<file path="src/sv/sbrr_pkg.sv">
// Types and constants shared by the SPI burst register read core.
`default_nettype none

package sbrr_pkg;

  localparam int BYTE_BITS = 8;
  localparam int BIT_POS_W = $clog2(BYTE_BITS);
  localparam logic [BYTE_BITS-1:0] READ_FLAG  = 8'h80;
  localparam logic [BYTE_BITS-1:0] DUMMY_BYTE = 8'h55;

  localparam int S_TDATA_W = 24;
  localparam int M_TDATA_W = 16;

  typedef enum logic {
    FUNC_START = 1'b0,
    FUNC_TICK  = 1'b1
  } func_t;

  typedef struct packed {
    func_t          func;
    logic [6:0]     reg_addr;
    logic [7:0]     read_len;
    logic           target;
    logic           miso_accel;
    logic           miso_gyro;
  } item_t;

  typedef struct packed {
    logic           sck_pulse;
    logic           mosi_accel;
    logic           mosi_gyro;
    logic           byte_valid;
    logic [7:0]     rx_byte;
    logic           last;
    logic           busy_res;
  } result_t;

  // Handshake status of a register stage as seen by its neighbor.
  typedef struct packed {
    logic valid;
    logic ready;
  } stage_ctl_t;

endpackage

`default_nettype wire

</file>
<file path="src/sv/sbrr_in_reg.sv">
// Input register stage holding one accepted item.
`default_nettype none

module sbrr_in_reg (
  input  wire logic           clk,
  input  wire logic           rst,
  input  wire logic           s_valid,
  input  wire sbrr_pkg::item_t s_item,
  input  wire logic           take,
  output sbrr_pkg::stage_ctl_t ctl,
  output sbrr_pkg::item_t      item
);
  import sbrr_pkg::*;

  logic valid;

  always_comb begin
    ctl.valid = valid;
    ctl.ready = !valid || take;
  end

  always_ff @(posedge clk) begin
    if (rst) begin
      valid <= 1'b0;
    end else if (ctl.ready) begin
      valid <= s_valid;
    end
  end

  always_ff @(posedge clk) begin
    if (ctl.ready && s_valid) begin
      item <= s_item;
    end
  end

endmodule

`default_nettype wire

</file>
<file path="src/sv/sbrr_engine.sv">
// Transfer state and the per-item SPI bit logic.
`default_nettype none

module sbrr_engine (
  input  wire logic            clk,
  input  wire logic            rst,
  input  wire logic            fire,
  input  wire sbrr_pkg::item_t item,
  output sbrr_pkg::result_t    res
);
  import sbrr_pkg::*;

  logic                 active;
  logic                 slave_sel;
  logic                 in_addr_phase;
  logic [BIT_POS_W-1:0] bit_pos;
  logic [7:0]           bytes_left;
  logic [BYTE_BITS-1:0] tx_shift;
  logic [BYTE_BITS-1:0] rx_shift;

  logic                 active_next;
  logic                 slave_sel_next;
  logic                 in_addr_phase_next;
  logic [BIT_POS_W-1:0] bit_pos_next;
  logic [7:0]           bytes_left_next;
  logic [BYTE_BITS-1:0] tx_shift_next;
  logic [BYTE_BITS-1:0] rx_shift_next;

  always_comb begin
    logic                 miso;
    logic [BYTE_BITS-1:0] rx_new;
    logic                 tx_bit;
    logic [7:0]           left_after;

    res                = '0;
    active_next        = active;
    slave_sel_next     = slave_sel;
    in_addr_phase_next = in_addr_phase;
    bit_pos_next       = bit_pos;
    bytes_left_next    = bytes_left;
    tx_shift_next      = tx_shift;
    rx_shift_next      = rx_shift;

    miso       = slave_sel ? item.miso_gyro : item.miso_accel;
    rx_new     = {rx_shift[BYTE_BITS-2:0], miso};
    tx_bit     = tx_shift[BYTE_BITS-1];
    left_after = in_addr_phase ? bytes_left : (bytes_left - 8'd1);

    unique case (item.func)
      FUNC_START: begin
        slave_sel_next     = item.target;
        bytes_left_next    = item.read_len;
        tx_shift_next      = READ_FLAG | {1'b0, item.reg_addr};
        rx_shift_next      = '0;
        bit_pos_next       = '0;
        in_addr_phase_next = 1'b1;
        active_next        = 1'b1;
        res.busy_res       = 1'b1;
      end
      FUNC_TICK: begin
        if (active) begin
          res.sck_pulse  = 1'b1;
          res.mosi_gyro  = slave_sel && tx_bit;
          res.mosi_accel = !slave_sel && tx_bit;
          rx_shift_next  = rx_new;
          tx_shift_next  = {tx_shift[BYTE_BITS-2:0], 1'b0};
          if (bit_pos == BIT_POS_W'(BYTE_BITS - 1)) begin
            bit_pos_next       = '0;
            in_addr_phase_next = 1'b0;
            bytes_left_next    = left_after;
            rx_shift_next      = '0;
            if (!in_addr_phase) begin
              res.byte_valid = 1'b1;
              res.rx_byte    = rx_new;
            end
            if (left_after == 8'd0) begin
              res.last    = 1'b1;
              active_next = 1'b0;
            end else begin
              tx_shift_next = DUMMY_BYTE;
            end
          end else begin
            bit_pos_next = bit_pos + BIT_POS_W'(1);
          end
          res.busy_res = active_next;
        end
      end
      default: begin
        res = '0;
      end
    endcase
  end

  always_ff @(posedge clk) begin
    if (rst) begin
      active        <= 1'b0;
      slave_sel     <= 1'b0;
      in_addr_phase <= 1'b0;
      bit_pos       <= '0;
      bytes_left    <= '0;
      tx_shift      <= '0;
      rx_shift      <= '0;
    end else if (fire) begin
      active        <= active_next;
      slave_sel     <= slave_sel_next;
      in_addr_phase <= in_addr_phase_next;
      bit_pos       <= bit_pos_next;
      bytes_left    <= bytes_left_next;
      tx_shift      <= tx_shift_next;
      rx_shift      <= rx_shift_next;
    end
  end

endmodule

`default_nettype wire

</file>
<file path="src/sv/sbrr_out_reg.sv">
// Result register stage in front of the output channel.
`default_nettype none

module sbrr_out_reg (
  input  wire logic              clk,
  input  wire logic              rst,
  input  wire logic              load,
  input  wire sbrr_pkg::result_t load_res,
  input  wire logic              m_ready,
  output sbrr_pkg::stage_ctl_t   ctl,
  output sbrr_pkg::result_t      res
);
  import sbrr_pkg::*;

  logic valid;

  always_comb begin
    ctl.valid = valid;
    ctl.ready = !valid || m_ready;
  end

  always_ff @(posedge clk) begin
    if (rst) begin
      valid <= 1'b0;
    end else if (ctl.ready) begin
      valid <= load;
    end
  end

  always_ff @(posedge clk) begin
    if (ctl.ready && load) begin
      res <= load_res;
    end
  end

endmodule

`default_nettype wire

</file>
<file path="src/sv/spi_burst_register_read_core.sv">
// Top level of the SPI mode 0 burst register read master.
//
// Usage: every input item is either a start command (tuser = 0) that latches
// the register address, the data byte count and the slave, or a tick
// (tuser = 1) that stands for one SCK period. For each tick the block reports
// whether SCK pulsed, the bit to drive on the selected slave's MOSI and, at
// the end of each data byte, the byte assembled from the sampled MISO bits.
// The byte received during the address phase is dropped; tlast marks the
// tick that finishes the whole transfer. Every item gives exactly one result.
// The result is registered: an accepted item waits in an input register, and
// the bit logic feeds a result register that offers it on the output channel.
// Throughput is one item per cycle while the receiver keeps tready high; the
// transfer state updates once per item, so a tick may follow a start or
// another tick at once.
// Reset (rst, synchronous, active high) empties both register stages and
// returns the transfer state to idle. When the receiver holds tready low,
// the result register holds its item, the input register fills behind it,
// and s_axis_tready drops only once both stages hold an item.
`default_nettype none

module spi_burst_register_read_core (
  input  wire logic                           clk,
  input  wire logic                           rst,
  input  wire logic                           s_axis_tvalid,
  output logic                                s_axis_tready,
  // tdata: reg_addr[6:0], read_len[14:7], target[15], miso_accel[16],
  // miso_gyro[17], zero padding[23:18]
  input  wire logic [sbrr_pkg::S_TDATA_W-1:0] s_axis_tdata,
  // tuser: func (0 = start, 1 = tick)
  input  wire logic                           s_axis_tuser,
  output logic                                m_axis_tvalid,
  input  wire logic                           m_axis_tready,
  // tdata: sck_pulse[0], mosi_accel[1], mosi_gyro[2], rx_byte[10:3],
  // busy_res[11], zero padding[15:12]
  output logic [sbrr_pkg::M_TDATA_W-1:0]      m_axis_tdata,
  // tuser: byte_valid
  output logic                                m_axis_tuser,
  output logic                                m_axis_tlast
);
  import sbrr_pkg::*;

  item_t      s_item;
  item_t      cur_item;
  stage_ctl_t in_ctl;
  stage_ctl_t out_ctl;
  result_t    eng_res;
  result_t    out_res;
  logic       fire;

  // Unpack the slave-side item.
  always_comb begin
    s_item.func       = func_t'(s_axis_tuser);
    s_item.reg_addr   = s_axis_tdata[6:0];
    s_item.read_len   = s_axis_tdata[14:7];
    s_item.target     = s_axis_tdata[15];
    s_item.miso_accel = s_axis_tdata[16];
    s_item.miso_gyro  = s_axis_tdata[17];
  end

  // The held item is processed when the result register can take its result.
  assign fire          = in_ctl.valid && out_ctl.ready;
  assign s_axis_tready = in_ctl.ready;

  sbrr_in_reg u_in_reg (
    .clk     (clk),
    .rst     (rst),
    .s_valid (s_axis_tvalid),
    .s_item  (s_item),
    .take    (fire),
    .ctl     (in_ctl),
    .item    (cur_item)
  );

  sbrr_engine u_engine (
    .clk  (clk),
    .rst  (rst),
    .fire (fire),
    .item (cur_item),
    .res  (eng_res)
  );

  sbrr_out_reg u_out_reg (
    .clk      (clk),
    .rst      (rst),
    .load     (fire),
    .load_res (eng_res),
    .m_ready  (m_axis_tready),
    .ctl      (out_ctl),
    .res      (out_res)
  );

  // Pack the master-side result.
  always_comb begin
    m_axis_tvalid = out_ctl.valid;
    m_axis_tdata  = {4'b0000, out_res.busy_res, out_res.rx_byte,
                     out_res.mosi_gyro, out_res.mosi_accel, out_res.sck_pulse};
    m_axis_tuser  = out_res.byte_valid;
    m_axis_tlast  = out_res.last;
  end

endmodule

`default_nettype wire

</file>
<file path="config.mk">
export PLATFORM = sky130hd
export DESIGN_NAME = spi_burst_register_read_core
export DESIGN_NICKNAME = d
export VERILOG_FILES = /design/src/sv/sbrr_pkg.sv /design/src/sv/sbrr_in_reg.sv /design/src/sv/sbrr_engine.sv /design/src/sv/sbrr_out_reg.sv /design/src/sv/spi_burst_register_read_core.sv
export SDC_FILE = /design/constraint.sdc
export NUM_CORES = 1
export LEC_CHECK = 0
export BUFFER_PORTS_ARGS = -buffer_cell sky130_fd_sc_hd__clkbuf_2
export CORE_AREA = 2 2 84 86
export CTS_BUF_LIST = sky130_fd_sc_hd__clkbuf_4
export DETAILED_ROUTE_END_ITERATION = 16
export DIE_AREA = 0 0 86 88
export PLACE_DENSITY = 0.71
export REMOVE_ABC_BUFFERS = 1
export SKIP_CTS_REPAIR_TIMING = 1
export SYNTH_ARGS = -nofsm -noshare
export SYNTH_HDL_FRONTEND = slang
export SYNTH_SLANG_ARGS = --single-unit
export TNS_END_PERCENT = 1
</file>
<file path="constraint.sdc">
create_clock -name clk -period 1.9 [get_ports clk]
set_input_delay 0.285 -clock clk [delete_from_list [all_inputs] [get_ports clk]]
set_output_delay 0.285 -clock clk [all_outputs]
set_load 0.01 [all_outputs]
</file>
### Word level (Yosys, flattened, before mapping)

Index checks and enable logic that the tools add are counted.

* bits in latches: 0
* bits in registers: 64
* word-level logic and storage cells: 74
* RAM bits: 0
* output and inout port bits: 20
* bits of input ports: 29
* memories: 0
* ROM bits: 0

* add/sub/neg operators: 2
* multiplexer cells: 27
* equal/unequal tests: 3
* bitwise gates (word level): 3
* $lt $le $gt $ge: 0
* div/mod/pow operators: 0
* shift-type cells: 0
* multiply operators: 0
* reduce and logical (&&, ||, !) cells: 17

Operator list (number)
* 8-bit two-way mux: 6
* 8-bit one-hot mux with 2 select lines: 2
* 14-bit two-way mux: 1
* 7-bit two-way mux: 2
* 7-bit one-hot mux with 2 select lines: 1
* 10-bit two-way mux: 1
* 9-bit two-way mux: 1
* 8-bit logical NOT: 1
* 8-bit by 1-bit subtractor with 8-bit output (second input constant): 1
* 1-bit two-way mux: 7
* 3-bit two-way mux: 2
* 1-bit one-hot mux with 2 select lines: 3
* 3-bit one-hot mux with 2 select lines: 1
* 2-bit AND reduction: 3
* 3-bit AND reduction: 2
* 1-bit logical AND: 5
* 2-bit by 1-bit inequality test with 1-bit output (second input constant): 2
* 4-bit OR reduction: 1
* 3-bit by 1-bit adder with 3-bit output (second input constant): 1
* 3-bit == test (second input constant): 1
* 1-bit logical NOT: 3
* 1-bit inverter: 3
* 1-bit logical OR: 2

### Longest topological paths before layout

Gate-level depths: netlist of run 1.

* depth after elaboration: 7
* mapped depth: 7
* gate-level depth less buffers: 6

### By module

A second synthesis of run 1 with hierarchy kept.

* cell total of the unflattened synthesis: 254
* area total of the unflattened synthesis: 2797.7 um2

Modules (own cells, without submodules)
* sbrr_engine: area an instance 1641.6 um2, sequential area each 580.6 um2, cells each 203, times used 1
* sbrr_in_reg: area an instance 633.1 um2, sequential area each 590.6 um2, cells each 25, times used 1
* sbrr_out_reg: area an instance 483.0 um2, sequential area each 440.4 um2, cells each 20, times used 1
* spi_burst_register_read_core: area an instance 40.0 um2, sequential area each 0.0 um2, cells each 6, times used 1

### Least setup slack after synthesis of run 1

OpenSTA, ideal clock, no wires.

* path kind: reg-to-reg
* from: register u_out_reg.valid
* to: register u_engine.tx_shift[3]
* path buffers: 1
* setup time: 80 ps
* setup slack: 126 ps
* period minus slack after synthesis: 1774 ps
* data arrival time: 1694 ps
* required time: 1820 ps
* stages on the path, launching flop included: 6
* path through: dfxtp_1 > nor2b_1 > buf_2 > nor2_1 > nand4_1 > o211ai_1

* word-level cells in the longest chain between the ends: 4

RTL lines
* start, declared: RTL line sbrr_out_reg.sv:15 `logic valid;`
* start signal, assigned: RTL line sbrr_out_reg.sv:26 `valid <= load;`
* 1-bit logical NOT: RTL line sbrr_out_reg.sv:19 `ctl.ready = !valid || m_ready;`
* 1-bit logical OR: RTL line sbrr_out_reg.sv:19
* 1-bit logical AND: RTL line spi_burst_register_read_core.sv:61 `assign fire = in_ctl.valid && out_ctl.ready;`
* net fire: RTL line spi_burst_register_read_core.sv:48 `logic fire;`
* 2-bit AND reduction (no source line)
* end signal, assigned: RTL line sbrr_engine.sv:109 `tx_shift <= tx_shift_next;`
* end, declared: RTL line sbrr_engine.sv:18 `logic [BYTE_BITS-1:0] tx_shift;`

The timed path passes the listed nets, and every way through them passes these cells.
A chain may end at the register's enable or synchronous reset.

### Worst setup path in the final report of run 1

* from: register u_engine.in_addr_phase
* to: register u_engine.tx_shift[5]

* word-level cells in the longest chain between the ends: 6

RTL lines
* start, declared: RTL line sbrr_engine.sv:15 `logic in_addr_phase;`
* start signal, assigned: RTL line sbrr_engine.sv:106 `in_addr_phase <= in_addr_phase_next;`
* 8-bit two-way mux: RTL line sbrr_engine.sv:47 `left_after = in_addr_phase ? bytes_left : (bytes_left - 8'd1);`
* 8-bit logical NOT: RTL line sbrr_engine.sv:76 `if (left_after == 8'd0) begin`
* 8-bit two-way mux: RTL line sbrr_engine.sv:76
* 8-bit two-way mux: RTL line sbrr_engine.sv:67 `if (bit_pos == BIT_POS_W'(BYTE_BITS - 1)) begin`
* 8-bit two-way mux: RTL line sbrr_engine.sv:61 `if (active) begin`
* 8-bit one-hot mux with 2 select lines: RTL line sbrr_engine.sv:49 `unique case (item.func)`

No other way between the ends. The select of a mux whose other input is x is not followed.

==> impl_metrics.csv, run 1 <==
group,metric,value,unit
run_status,status,"finished clean",
critical_path,start_kind,"register",
logic_synthesis,dominantRegCellSynth,"edfxtp_1",
power_and_ir_drop,ir_worst_vdd,479,uV
global_route,met2_usage,0.245,
global_route,grt_pass1_wl,9.40,mm
logic_synthesis,yosys.area.top_type_share,0.344,
clocking,cts_max_level,3,
critical_path,endpoint_kind,"register",
timing,setup_viol,0,
drt,via_per_inst,5.26,
layout,layout.nets,350,
drt,drcViolationCount,0,
flow_run,drv_cap,0,
floorplanning,core,6640,sq um
global_route,use_met1,0.208,
drt,vias,2118,
clocking,tritoncts,"built",
clocking,ctsRootBufferMaster,"clkbuf_4",
logic_synthesis,synth.most_common_cell,"edfxtp_1",
layout,utilization,0.516,
critical_path,slowest_stage,"dfxtp_1",
global_route,grt_max_degree,22,
placed_design,io_buffer_count,38,
hold_path,hp-class,"input pin to register",
logic_synthesis,synth_edf_count,33,
drt,drt_iter0_drc,92,
clocking,clk_latency,0.41,ns
logic_synthesis,avgSynthCellArea,10.8,sq um
power_and_ir_drop,power_per_cell_area,860,nW/um^2
global_route,grt_pass1_vias,2019,
global_route,antenna_found_initial,0,
floorplanning,rows,30,
logic_synthesis,synth_area_leaders,"edfxtp_1 34%, dfxtp_1 22%, a21oi_1 3.3%",
floorplanning,die_area,7570,sq um
critical_path,cp_cell_sequence,"buf_4 > nor4_4 > xnor2_1 > nand3_1 > o211ai_1",
timing,fin_tns_setup,0,ns
placed_design,gp_congestion,0.844,
timing,finalWorstSetupSlack,0.0972,ns
logic_synthesis,synth.distinct_cells,55,
timing,period_minus_slack,1.80,ns
logic_synthesis,netlist_instances,266,
layout,insertedDiodeCount,0,
timing,final-max-slew-violation-count,0,
timing,grt_setup_unrepaired,"false",
drt,drtAntennaViolNets,0,
logic_synthesis,ys_warn_count,0,
critical_path,arrival,2.13,ns
drt,wirelength,5.59,mm
clocking,clk_pin_slew,0.12,ns
timing,max_freq,555,MHz
timing,final_hold_viol_count,0,
floorplanning,die_w,86,um
clocking,numCtsBuffers,9,
critical_path,crit_type,"register to register",
critical_path,critPathRequiredTime,2.23,ns
timing,slew_headroom,0.440,
clocking,clock_sinks,64,
global_route,met3_usage,0.0500,
power_and_ir_drop,p_leak,0.00132,uW
drt,dr.pass1.iters,4,
layout,area.growth.synth_to_final,18.9,%
timing,holdWs,0.0400,ns
timing,period_share,0.949,
floorplanning,ios,49,
logic_synthesis,yosys.area.top_type,"edfxtp_1",
critical_path,cp_top_family,"flip-flops",
critical_path,critPathBufInv,1,
placed_design,post-place-ws,0.0387,ns
logic_synthesis,ys_seq_elements,64,
logic_synthesis,syn-cell-area,2880,sq um
placed_design,dp_hpwl,3.76,mm
logic_synthesis,synth.cells.most_frequent,"33 x edfxtp_1, 31 x dfxtp_1, 19 x a21oi_1",
floorplanning,start_util,0.434,
global_route,grt_use_total,0.160,
logic_synthesis,async_reset_ff_frac,0,
drt,wl_per_cell,13.9,um
critical_path,crit_fanout,7,
global_route,grt_busiest_layer,"met2",
floorplanning,die_y,88,um
layout,fill_cells,600,
global_route,overflow,0,
clocking,cts_buffer_depth,2,
timing,worst-slew-pin-transition,0.839,ns
layout,drive_above_1_share,0.272,
logic_synthesis,yosysSeqAreaShare,0.560,
timing,skew,0.0124,ns
critical_path,slowest_delay,0.54,ns
[stage by stage]
step	power [uW]	area, sq um	cells
2_1_floorplan	1760	2790	250
3_3_place_gp	1870	3200	384
3_5_place_dp	1880	3200	384
4_1_cts	2970	3370	400
5_1_grt	3080	3430	403
6_report	2950	3430	403
[sequential cells by signal, indices dropped and copies added (netlist names)]
signal                  count
u_engine.rx_shift           7
u_engine.bit_pos            3
u_engine.bytes_left         8
u_in_reg.valid              1
u_in_reg.item              19
u_engine.slave_sel          1
u_engine.in_addr_phase      1
u_engine.tx_shift           8
u_out_reg.valid             1
u_out_reg.res              14
u_engine.active             1
[layout make-up]
class	instances	area [sq um]	share of cell area
Clock buffer	9	67.6	0.0197
Clock inverter	7	103	0.0299
Inverter	8	30.0	0.00877
Multi-Input combinational cell	178	1170	0.343
Sequential cell	64	1610	0.470
Tap cell	80	100	0.0292
Timing Repair Buffer	57	340	0.0993
[worst paths after layout]
check / startpoint / end / slack (ns) / cells past startpoint
worst max-delay path: u_engine.in_addr_phase / u_engine.tx_shift[5] / 0.1 / 5
worst min-delay path: s_axis_tdata[6] / u_in_reg.item[17] / 0.04 / 1
worst max register to register: u_engine.in_addr_phase / u_engine.tx_shift[5] / 0.1 / 5
worst min register to register: u_engine.rx_shift[6] / u_engine.rx_shift[6] / 0.46 / 2
[power breakdown]
group	internal [uW]	switching, uW
Combinational	141	173
Clock	546	542
Sequential	1510	33.8
[cell usage in the layout, fill, tap and decap left out, types with 4 or more instances in the layout]
cell type and n:
a21oi_1 19, and2_1 10, buf_4 16, clkbuf_2 38
clkbuf_4 9, conb_1 4, dfxtp_1 31, edfxtp_1 33
inv_1 6, mux2i_1 5, nand2_1 17, nand2b_1 5
nand3_1 14, nand4_1 4, nor2_1 14, nor2b_1 11
nor3_1 4, o21ai_0 11
[logic make-up after synthesis]
family                     share of synthesized area
AOI/OAI and AO/OA                              0.126
xor gates and xnor gates                     0.00608
adders and majority gates                     0.0130
buffers and inverters                         0.0460
DFF                                            0.560
muxes                                         0.0252
other                                        0.00130
and+or+nand+nor                                0.222
[layer usage]
layer	up-vias	wire length (um)
li1	1084	-
met2	49	2620
met4	0	54
met3	4	213
met1	981	2700
met5	-	0
No activity file was read; power rests on OpenSTA's default activity.
==> run 2, diff against run 1 <==
--- a/config.mk
+++ b/config.mk
@@ -6,14 +6,15 @@
 export NUM_CORES = 1
 export LEC_CHECK = 0
 export BUFFER_PORTS_ARGS = -buffer_cell sky130_fd_sc_hd__clkbuf_2
-export CORE_AREA = 2 2 84 86
+export CORE_AREA = 2 2 82 84
 export CTS_BUF_LIST = sky130_fd_sc_hd__clkbuf_4
 export DETAILED_ROUTE_END_ITERATION = 16
-export DIE_AREA = 0 0 86 88
-export PLACE_DENSITY = 0.71
+export DIE_AREA = 0 0 84 86
+export PLACE_DENSITY = 0.72
 export REMOVE_ABC_BUFFERS = 1
 export SKIP_CTS_REPAIR_TIMING = 1
 export SYNTH_ARGS = -nofsm -noshare
 export SYNTH_HDL_FRONTEND = slang
+export SYNTH_HIERARCHICAL = 1
 export SYNTH_SLANG_ARGS = --single-unit
 export TNS_END_PERCENT = 1
==> impl_metrics.csv, run 2 <==
group,metric,value,unit
logic_synthesis,yosys.area.top_type,"edfxtp_1",
placed_design,dpl_cell_area,3120,sq um
floorplanning,start_util,0.446,
global_route,grt_max_degree,20,
logic_synthesis,ys_warn_count,6,
timing,skew,0.0130,ns
logic_synthesis,netlist_instances,254,
floorplanning,die_area,7220,sq um
global_route,antenna_found_initial,0,
timing,grt_setup_unrepaired,"true",
clocking,tritoncts,"built",
layout,largest_registers,"u_in_reg/item x19, u_out_reg/res x14",
drt,drt_iter0_drc,140,
placed_design,io_buffer_count,38,
critical_path,arrival,2.00,ns
drt,vias,2036,
run_status,status,"finished clean",
critical_path,endpoint_kind,"register",
critical_path,critPathRequiredTime,2.04,ns
timing,final-max-slew-violation-count,0,
drt,via_per_inst,5.25,
layout,drive_above_1_share,0.296,
clocking,cts_buffer_depth,2,
critical_path,start_kind,"register",
clocking,clock_sinks,64,
hold_path,hp-class,"input pin to register",
timing,worst-slew-pin-transition,0.586,ns
logic_synthesis,yosysSeqAreaShare,0.576,
clocking,clk_pin_slew,0.11,ns
global_route,overflow,0,
logic_synthesis,synth.cells.most_frequent,"33 x edfxtp_1, 31 x dfxtp_1, 24 x a21oi_1",
layout,top_register,"u_in_reg/item",
drt,dr.pass1.iters,4,
power_and_ir_drop,power_per_cell_area,861,nW/um^2
layout,layout.nets,338,
critical_path,reg2reg_setup_slack,0.04,ns
timing,holdWs,0.0415,ns
timing,fin_tns_setup,0,ns
floorplanning,core,6280,sq um
clocking,numCtsBuffers,9,
placed_design,dp_hpwl,3.73,mm
flow_run,drv_cap,0,
global_route,grt_use_total,0.154,
critical_path,crit_type,"register to register",
drt,drcViolationCount,0,
power_and_ir_drop,p_leak,0.00130,uW
clocking,ctsRootBufferMaster,"clkbuf_4",
timing,setup_viol,0,
layout,largest_reg_flops,19,
logic_synthesis,synth.most_common_cell,"edfxtp_1",
floorplanning,die_w,84,um
floorplanning,rows,29,
clocking,cts_max_level,3,
layout,final_area,3300,sq um
floorplanning,ios,49,
critical_path,crit_fanout,6,
floorplanning,die_y,86,um
logic_synthesis,syn-cell-area,2800,sq um
drt,wirelength,5.32,mm
global_route,grt_pass1_vias,1829,
timing,slew_headroom,0.609,
drt,wl_per_cell,13.7,um
drt,drtAntennaViolNets,0,
logic_synthesis,dominantRegCellSynth,"edfxtp_1",
logic_synthesis,synth_edf_count,33,
logic_synthesis,yosys.area.top_type_share,0.354,
logic_synthesis,async_reset_ff_frac,0,
timing,period_share,0.978,
clocking,clk_latency,0.41,ns
layout,area.growth.synth_to_final,18.0,%
placed_design,gp_congestion,0.911,
layout,insertedDiodeCount,0,
layout,layout_commonest_cell,"clkbuf_2",
logic_synthesis,synth_area_leaders,"edfxtp_1 35%, dfxtp_1 22%, a21oi_1 4.3%",
layout,layout_common_cells,"38 x clkbuf_2, 33 x edfxtp_1, 30 x dfxtp_1",
logic_synthesis,synth.distinct_cells,50,
logic_synthesis,ys_seq_elements,64,
timing,final_hold_viol_count,0,
timing,period_minus_slack,1.86,ns
power_and_ir_drop,ir_worst_vdd,466,uV
timing,max_freq,538,MHz
logic_synthesis,avgSynthCellArea,11.0,sq um
global_route,grt_pass1_wl,8.77,mm
==> run 2: cell count changes after synthesis, sizes merged, moves of 4 or more <==
| cell | delta |
|---|---|
| nor2b | -10 |
| a21oi | +7 |
| and3 | +6 |
| clkbuf | +5 |
| nand3 | -5 |
| o22ai | +5 |
| a22oi | +4 |
| a311oi | -4 |
| buf | -4 |
| nand4 | -4 |
==> run 2: layout make-up <==
| cell class | instances | area [sq um] |
|---|---|---|
| Fill cell | 558 | 2980 |
| Sequential cell | 64 | 1610 |
| Multi-Input combinational cell | 166 | 1090 |
| Timing Repair Buffer | 58 | 340 |
| Tap cell | 77 | 96.3 |
| Clock inverter | 7 | 71.3 |
| Clock buffer | 9 | 67.6 |
| Inverter | 7 | 26.3 |
==> run 2: final timing paths <==
kind / start / end / cells after the start
min reg2reg: u_engine/rx_shift[6] / u_engine/rx_shift[6] / 2
max: u_engine/bytes_left[0] / u_out_reg/res[0] / 6
max reg2reg: u_engine/bytes_left[0] / u_out_reg/res[0] / 6
min: s_axis_tdata[17] / u_in_reg/item[0] / 1
==> run 2: worst max-delay path, cell delays in order, from the launching register on <==
cell and delay [ns]:
dfxtp_1 0.33, buf_4 0.15, or4b_1 0.50, o21ai_0 0.09, a32o_2 0.24, and2_4 0.17
a31oi_1 0.10
==> run 2: cell families after synthesis <==
logic type,synth area share
mux,0.0179
compound gates,0.150
buf+inv,0.0492
fa+ha+maj,0.0134
xor+xnor,0.00939
simple gates,0.183
other cells,0.00134
flops,0.576
==> run 2: metrics by stage <==
step / utilization / instances / setup WS (ns) / power [uW]
floorplan: - / 237 / -0.0317 / 1810
global placement: 0.497 / 370 / 0.0476 / 1940
detailed placement: 0.497 / 370 / -0.0473 / 1950
CTS: 0.519 / 386 / -0.0609 / 2860
global route: 0.526 / 388 / -0.0411 / 2960
finish: 0.526 / 388 / 0.0427 / 2840
==> run 2: report_power, final <==
part	switching [uW]	leakage (uW)	total [uW]	internal, uW
Combinational	189	0.000660	356	167
Sequential	51.5	0.000571	1580	1530
Clock	508	0.0000700	908	400
==> run 2: layer usage <==
metal / vias to the layer above / global-route usage / part of all wire
li1: 1032 / - / -
met1: 945 / 0.212 / 0.48
met2: 52 / 0.228 / 0.45
met3: 7 / 0.0375 / 0.047
met4: 0 / 0.0792 / 0.013
met5: - / 0 / 0
